--- config.mk ---
export PLATFORM = sky130hd
export DESIGN_NAME = spm_front
export DESIGN_NICKNAME = d
export VERILOG_FILES = /design/src/rtl/spm_pkg.sv /design/src/rtl/spm_front.sv
export SDC_FILE = /design/constraint.sdc
export NUM_CORES = 1
export LEC_CHECK = 0
export BUFFER_PORTS_ARGS = -buffer_cell sky130_fd_sc_hd__buf_2
export CORE_MARGIN = 1.5
export CORE_UTILIZATION = 40
export CTS_BUF_LIST = sky130_fd_sc_hd__clkbuf_4 sky130_fd_sc_hd__clkbuf_8
export DETAILED_ROUTE_END_ITERATION = 12
export PLACE_DENSITY = 0.71
export SETUP_SLACK_MARGIN = 0.4
export SKIP_LAST_GASP = 1
export SLEW_MARGIN = 15
export SYNTH_ARGS = -nofsm -noshare
export SYNTH_HDL_FRONTEND = slang
export SYNTH_SLANG_ARGS = --single-unit
--- constraint.sdc ---
create_clock -name clk -period 6.3 [get_ports clk]
set_input_delay 0.945 -clock clk [delete_from_list [all_inputs] [get_ports clk]]
set_output_delay 0.945 -clock clk [all_outputs]
set_load 0.02 [all_outputs]
--- src/rtl/spm_pkg.sv ---
// Shared types and constants for the storage performance monitor.
// Used by spm_front, spm_back and storage_perf_monitor_unit.
`timescale 1ns / 1ps
`default_nettype none
package spm_pkg;
	localparam logic [1:0] KIND_EVENT = 2'd0;
	localparam logic [1:0] KIND_GC    = 2'd1;
	localparam logic [1:0] KIND_LAT   = 2'd2;
	localparam logic [1:0] KIND_READ  = 2'd3;

	localparam logic [1:0] GRP_EVENT = 2'd0;
	localparam logic [1:0] GRP_MEAN  = 2'd1;
	localparam logic [1:0] GRP_URD   = 2'd2;
	localparam logic [1:0] GRP_UWR   = 2'd3;

	localparam logic [2:0] RT_READ     = 3'd0;
	localparam logic [2:0] RT_WRITE    = 3'd1;
	localparam logic [2:0] RT_RMW_RD   = 3'd2;
	localparam logic [2:0] RT_RMW_WR   = 3'd3;
	localparam logic [2:0] RT_GC_ERASE = 3'd6;
	localparam logic [2:0] RT_OTHER    = 3'd7;
	localparam logic [2:0] GC_SLOT     = 3'd7;

	localparam int NUM_EVENTS = 8;
	localparam int NUM_MEANS  = 12;

	typedef struct packed {
		logic [1:0]  kind;
		logic [2:0]  req_class;
		logic [2:0]  channel;
		logic [2:0]  chip;
		logic [1:0]  stage;
		logic        gc_sample;
		logic [31:0] latency_us;
		logic [1:0]  stat_group;
		logic [5:0]  stat_index;
	} in_word_t;

	typedef struct packed {
		logic [63:0] read_data;
		logic        out_of_range;
	} out_word_t;

	// Decoded command passed from front to back.
	localparam logic [2:0] OP_NONE   = 3'd0;
	localparam logic [2:0] OP_EVENT  = 3'd1;
	localparam logic [2:0] OP_MEAN   = 3'd2;
	localparam logic [2:0] OP_READ   = 3'd3;

	typedef struct packed {
		logic [2:0]  op;
		logic [2:0]  ev_slot;
		logic        unit_inc;
		logic        unit_wr;
		logic [11:0] unit;
		logic        flag;
		logic [3:0]  mean_slot;
		logic [2:0]  n_slot;
		logic [31:0] delta;
		logic [1:0]  group;
		logic [5:0]  index;
	} cmd_t;
endpackage
`default_nettype wire

--- src/rtl/spm_front.sv ---
// Front part: accepts input words, decodes them into commands for the back part.
// Depends on spm_pkg.
`timescale 1ns / 1ps
`default_nettype none
module spm_front #(
	parameter int NUM_UNITS = 64
) (
	input  wire logic             clk,
	input  wire logic             arst_n,
	input  wire logic [3:0]       cpc,
	input  wire logic             in_valid,
	output logic                  in_stall,
	input  wire spm_pkg::in_word_t in_word,
	output logic                  cmd_valid,
	input  wire logic             cmd_stall,
	output spm_pkg::cmd_t         cmd_word
);
	spm_pkg::cmd_t c;
	logic [6:0] prod;
	logic [7:0] unit_full;
	logic full_q;
	spm_pkg::cmd_t cmd_q;

	always_comb begin
		prod = 7'(cpc * in_word.channel);
		unit_full = {1'b0, prod} + {5'd0, in_word.chip};
		c = '0;
		c.delta = in_word.latency_us;
		c.group = in_word.stat_group;
		c.index = in_word.stat_index;
		c.unit = 12'(unit_full);
		c.ev_slot = in_word.req_class;
		case (in_word.kind)
			spm_pkg::KIND_EVENT: begin
				if (in_word.req_class != spm_pkg::RT_OTHER) begin
					c.op = spm_pkg::OP_EVENT;
					if (in_word.req_class != spm_pkg::RT_GC_ERASE) begin
						if (32'(unit_full) < 32'(NUM_UNITS)) begin
							c.unit_inc = 1'b1;
							c.unit_wr = in_word.req_class[0];
						end else begin
							c.flag = 1'b1;
						end
					end
				end
			end
			spm_pkg::KIND_GC: begin
				c.op = spm_pkg::OP_EVENT;
				c.ev_slot = spm_pkg::GC_SLOT;
			end
			spm_pkg::KIND_LAT: begin
				if (in_word.stage != 2'd3) begin
					if (in_word.gc_sample) begin
						c.op = spm_pkg::OP_MEAN;
						c.n_slot = spm_pkg::GC_SLOT;
						c.mean_slot = 4'(9 + in_word.stage);
					end else if (in_word.req_class == spm_pkg::RT_READ ||
							in_word.req_class == spm_pkg::RT_WRITE) begin
						c.op = spm_pkg::OP_MEAN;
						c.n_slot = in_word.req_class;
						c.mean_slot = 4'(in_word.req_class[0] ? 3 + in_word.stage
							: in_word.stage);
					end else if ((in_word.req_class == spm_pkg::RT_RMW_RD &&
							in_word.stage != 2'd2) ||
							(in_word.req_class == spm_pkg::RT_RMW_WR &&
							in_word.stage == 2'd2)) begin
						c.op = spm_pkg::OP_MEAN;
						c.n_slot = spm_pkg::RT_RMW_RD;
						c.mean_slot = 4'(6 + in_word.stage);
					end
				end
			end
			default: c.op = spm_pkg::OP_READ;
		endcase
	end

	// one-entry queue
	assign in_stall = full_q && cmd_stall;
	assign cmd_valid = full_q;
	assign cmd_word = cmd_q;

	always_ff @(posedge clk or negedge arst_n) begin
		if (!arst_n) begin
			full_q <= 1'b0;
		end else if (in_valid && !in_stall) begin
			full_q <= 1'b1;
		end else if (!cmd_stall) begin
			full_q <= 1'b0;
		end
	end

	always_ff @(posedge clk) begin
		if (in_valid && !in_stall) begin
			cmd_q <= c;
		end
	end
endmodule
`default_nettype wire

==> out/qor.yml <==
rows: 30
first_pass_iters: 4
synth_fa_ha_area_share_pct: 9.63
switching_share_pct: 23.8
power.density_nw_per_um2: 290
fin_skew_ns: 0.00353
synth_top_family_by_area: "adder cells"
worst_pin_slew_ns: 0.572
synth_top_area_cell: "edfxtp_1"
synthArstFlopShare_pct: 1.56
wl_per_cell_um: 13.8
ir_worst_vdd_v: 0.0000915
relSlewSlack_pct: 61.9
drtIter0Drc: 56
grt_start_max_net_pins: 48
path_max_fanout: 4
pwr-share-comb_pct: 14.7
antenna_cells: 0
final.fill_count: 546
p_total_mw: 1.08
slew_violations: 0
antenna_found_initial: 0
avgSynthCellArea_um2: 16.0
totalWireLength_um: 5430
synth_top_area_share_pct: 68.0
final_common_cell: "buf_2"
clockBufferDepth: 2
clkTransAtPathRegs_ns: 0.07
setup.worst_path.class: "input pin to flop"
netlist_top_cells_area: "edfxtp_1 68%, ha_1 6.7%, fa_1 2.9%, and2_1 2.5%, inv_1 1.5%"
drc: 0
track_usage_pct: 14.4
crit_path_start_kind: "input pin"
hold_class: "input pin to async pin"
cts_tree: "yes"
cts_buffers: 9
clock_latency_ns: 0.33
io_buffers: 126
avgViaCountPerCell: 4.74
root_buffer: "clkbuf_8"
die_x_um: 86.4
ant_nets: 0
place_congestion: 0.825
finalHoldViolations: 0
synth_mux_area_share_pct: 0.360
cp.required_ns: 6.44
die_area_um2: 7460
p_switching_uw: 258
yosysSeqAreaShare_pct: 68.9
period_share_pct: 54.8
dp_hpwl_um: 4170
ios: 132
internal_power_uw: 826
drive_gt1_share_pct: 48.7
postCtsSetupRepairBufs: 0
rsz0062_at_grt: "false"
synth-xor-area-share_pct: 1.26
core_area_um2: 6760
synthSimpleGateAreaFrac_pct: 8.64
final_cells: 394
syn_area_um2: 2780
gr-total-overflow: 0
synth_flop_cell: "edfxtp_1"
syn_inst: 174
setup_tns_ns: 0
final_cell_mix: "126 x buf_2, 63 x edfxtp_1, 15 x ha_1"
pwr-share-clk_pct: 38.6
max_cap_violations: 0
layout_min_cycle_time_ns: 3.45
clkSinkCount: 64
synth-edff-count: 63
fin_area_um2: 3730
htreeDepth: 3
grt_pass1_vias: 1722
ctsResizeCount: 0
nNetsFinal: 390
fmax_mhz: 290
end_kind: "flop"
synth-seq-cells: 64
place_area_um2: 3490
status: "complete, no violations"
hold_buffers: 0
syn_to_final_growth_pct: 34.2
yosysUniqueCellTypes: 40
leakagePower_nw: 1.68
initial_utilization_pct: 41.2
seq_power_share_pct: 46.8
dr_total_vias: 1866
grt_pass1_wl_um: 7940
setup_violations: 0
cp_data_arrival_time_ns: 3.59
dieHeight_um: 86.4
synth-compound-area-share_pct: 7.69
placedCellCount: 378
yosys_warnings: 0
state kept, by name, indices dropped and copies added, names as in the netlist:
| signal | cells |
|---|---|
| cmd_valid | 1 |
| cmd_word | 63 |
cells by family (layout without fill, tap and decap cells):
| logic type | Yosys count | count (layout) |
|---|---|---|
| buffers and inverters | 18 | 154 |
| multiplexers | 1 | 1 |
| AO/OA/AOI/OAI | 24 | 24 |
| other | 1 | 5 |
| flip-flops | 64 | 64 |
| AND/OR/NAND/NOR | 43 | 43 |
| XOR/XNOR | 4 | 4 |
| adder cells (fa/ha/maj) | 19 | 19 |
routing by layer:
layer,vias up,wire length [um],GRT usage [%]
met4,0,141,9.68
met3,11,483,3.24
met1,848,2200,16.3
li1,911,-,-
met2,96,2600,24.2
met5,-,0,0
Yosys cell counts (2+ instances only):
master	count
o21ai_0	2
inv_1	11
nand2_1	9
o21a_1	3
and2_2	2
and3_1	2
nor3_1	2
a21oi_1	3
xnor2_1	4
fa_1	4
nand2b_1	3
and2_1	11
or2_2	2
buf_4	5
a31oi_1	2
nor2_1	5
nor2b_1	4
edfxtp_1	63
ha_1	15
a211o_1	2
per-stage QoR:
step | hold slack [ns] | setup WS [ns] | utilization (%)
after floorplan | 0.649 | 1.82 | -
after global placement | 0.670 | 2.56 | 51.6
after detailed placement | 0.669 | 2.49 | 51.6
after CTS | 0.357 | 2.83 | 55.2
after global routing | 0.362 | 2.71 | 55.2
final | 0.373 | 2.85 | 55.2
path summary, 6_finish.rpt:
kind / startpoint / to / slack (ns) / cells past startpoint
worst max-delay path: in_word[48] / cmd_word[47] / 2.85 / 10
worst min-delay path: arst_n / cmd_valid / 0.37 / 1
worst max register to register: cmd_valid / cmd_word[29] / 4.37 / 3
min in group clk: cmd_valid / cmd_valid / 0.69 / 2
worst min register to register: cmd_valid / cmd_valid / 0.69 / 2
max in group asynchronous: arst_n / cmd_valid / 5.85 / 1
final cells by class:
type	instances	area, um2	share of cell area [%]
timing repair buffer	127	638	17.1
sequential	64	1920	51.4
tap	80	100	2.68
multi-input combinational	96	793	21.3
clock inverter	7	119	3.18
inverter	11	41.3	1.11
clock buffer	9	124	3.32
power groups by stage:
| stage | logic, mW | clock network [mW] | registers, mW |
|---|---|---|---|
| 6_report | 0.159 | 0.418 | 0.507 |
| 5_1_grt | 0.175 | 0.437 | 0.510 |
| 4_1_cts | 0.161 | 0.424 | 0.508 |
| 3_5_place_dp | 0.160 | 0 | 0.517 |
| 3_3_place_gp | 0.157 | 0 | 0.516 |
| 2_1_floorplan | 0.0666 | 0 | 0.554 |
worst max-delay path: stages:
cell,delay (ns)
buf_2,0.11
nand2_1,0.07
fa_1,0.53
inv_1,0.05
fa_1,0.48
ha_1,0.33
a211o_1,0.31
a221oi_4,0.27
o32ai_2,0.16
a2111oi_2,0.33
Note: power is estimated with default switching activity, not from simulation.
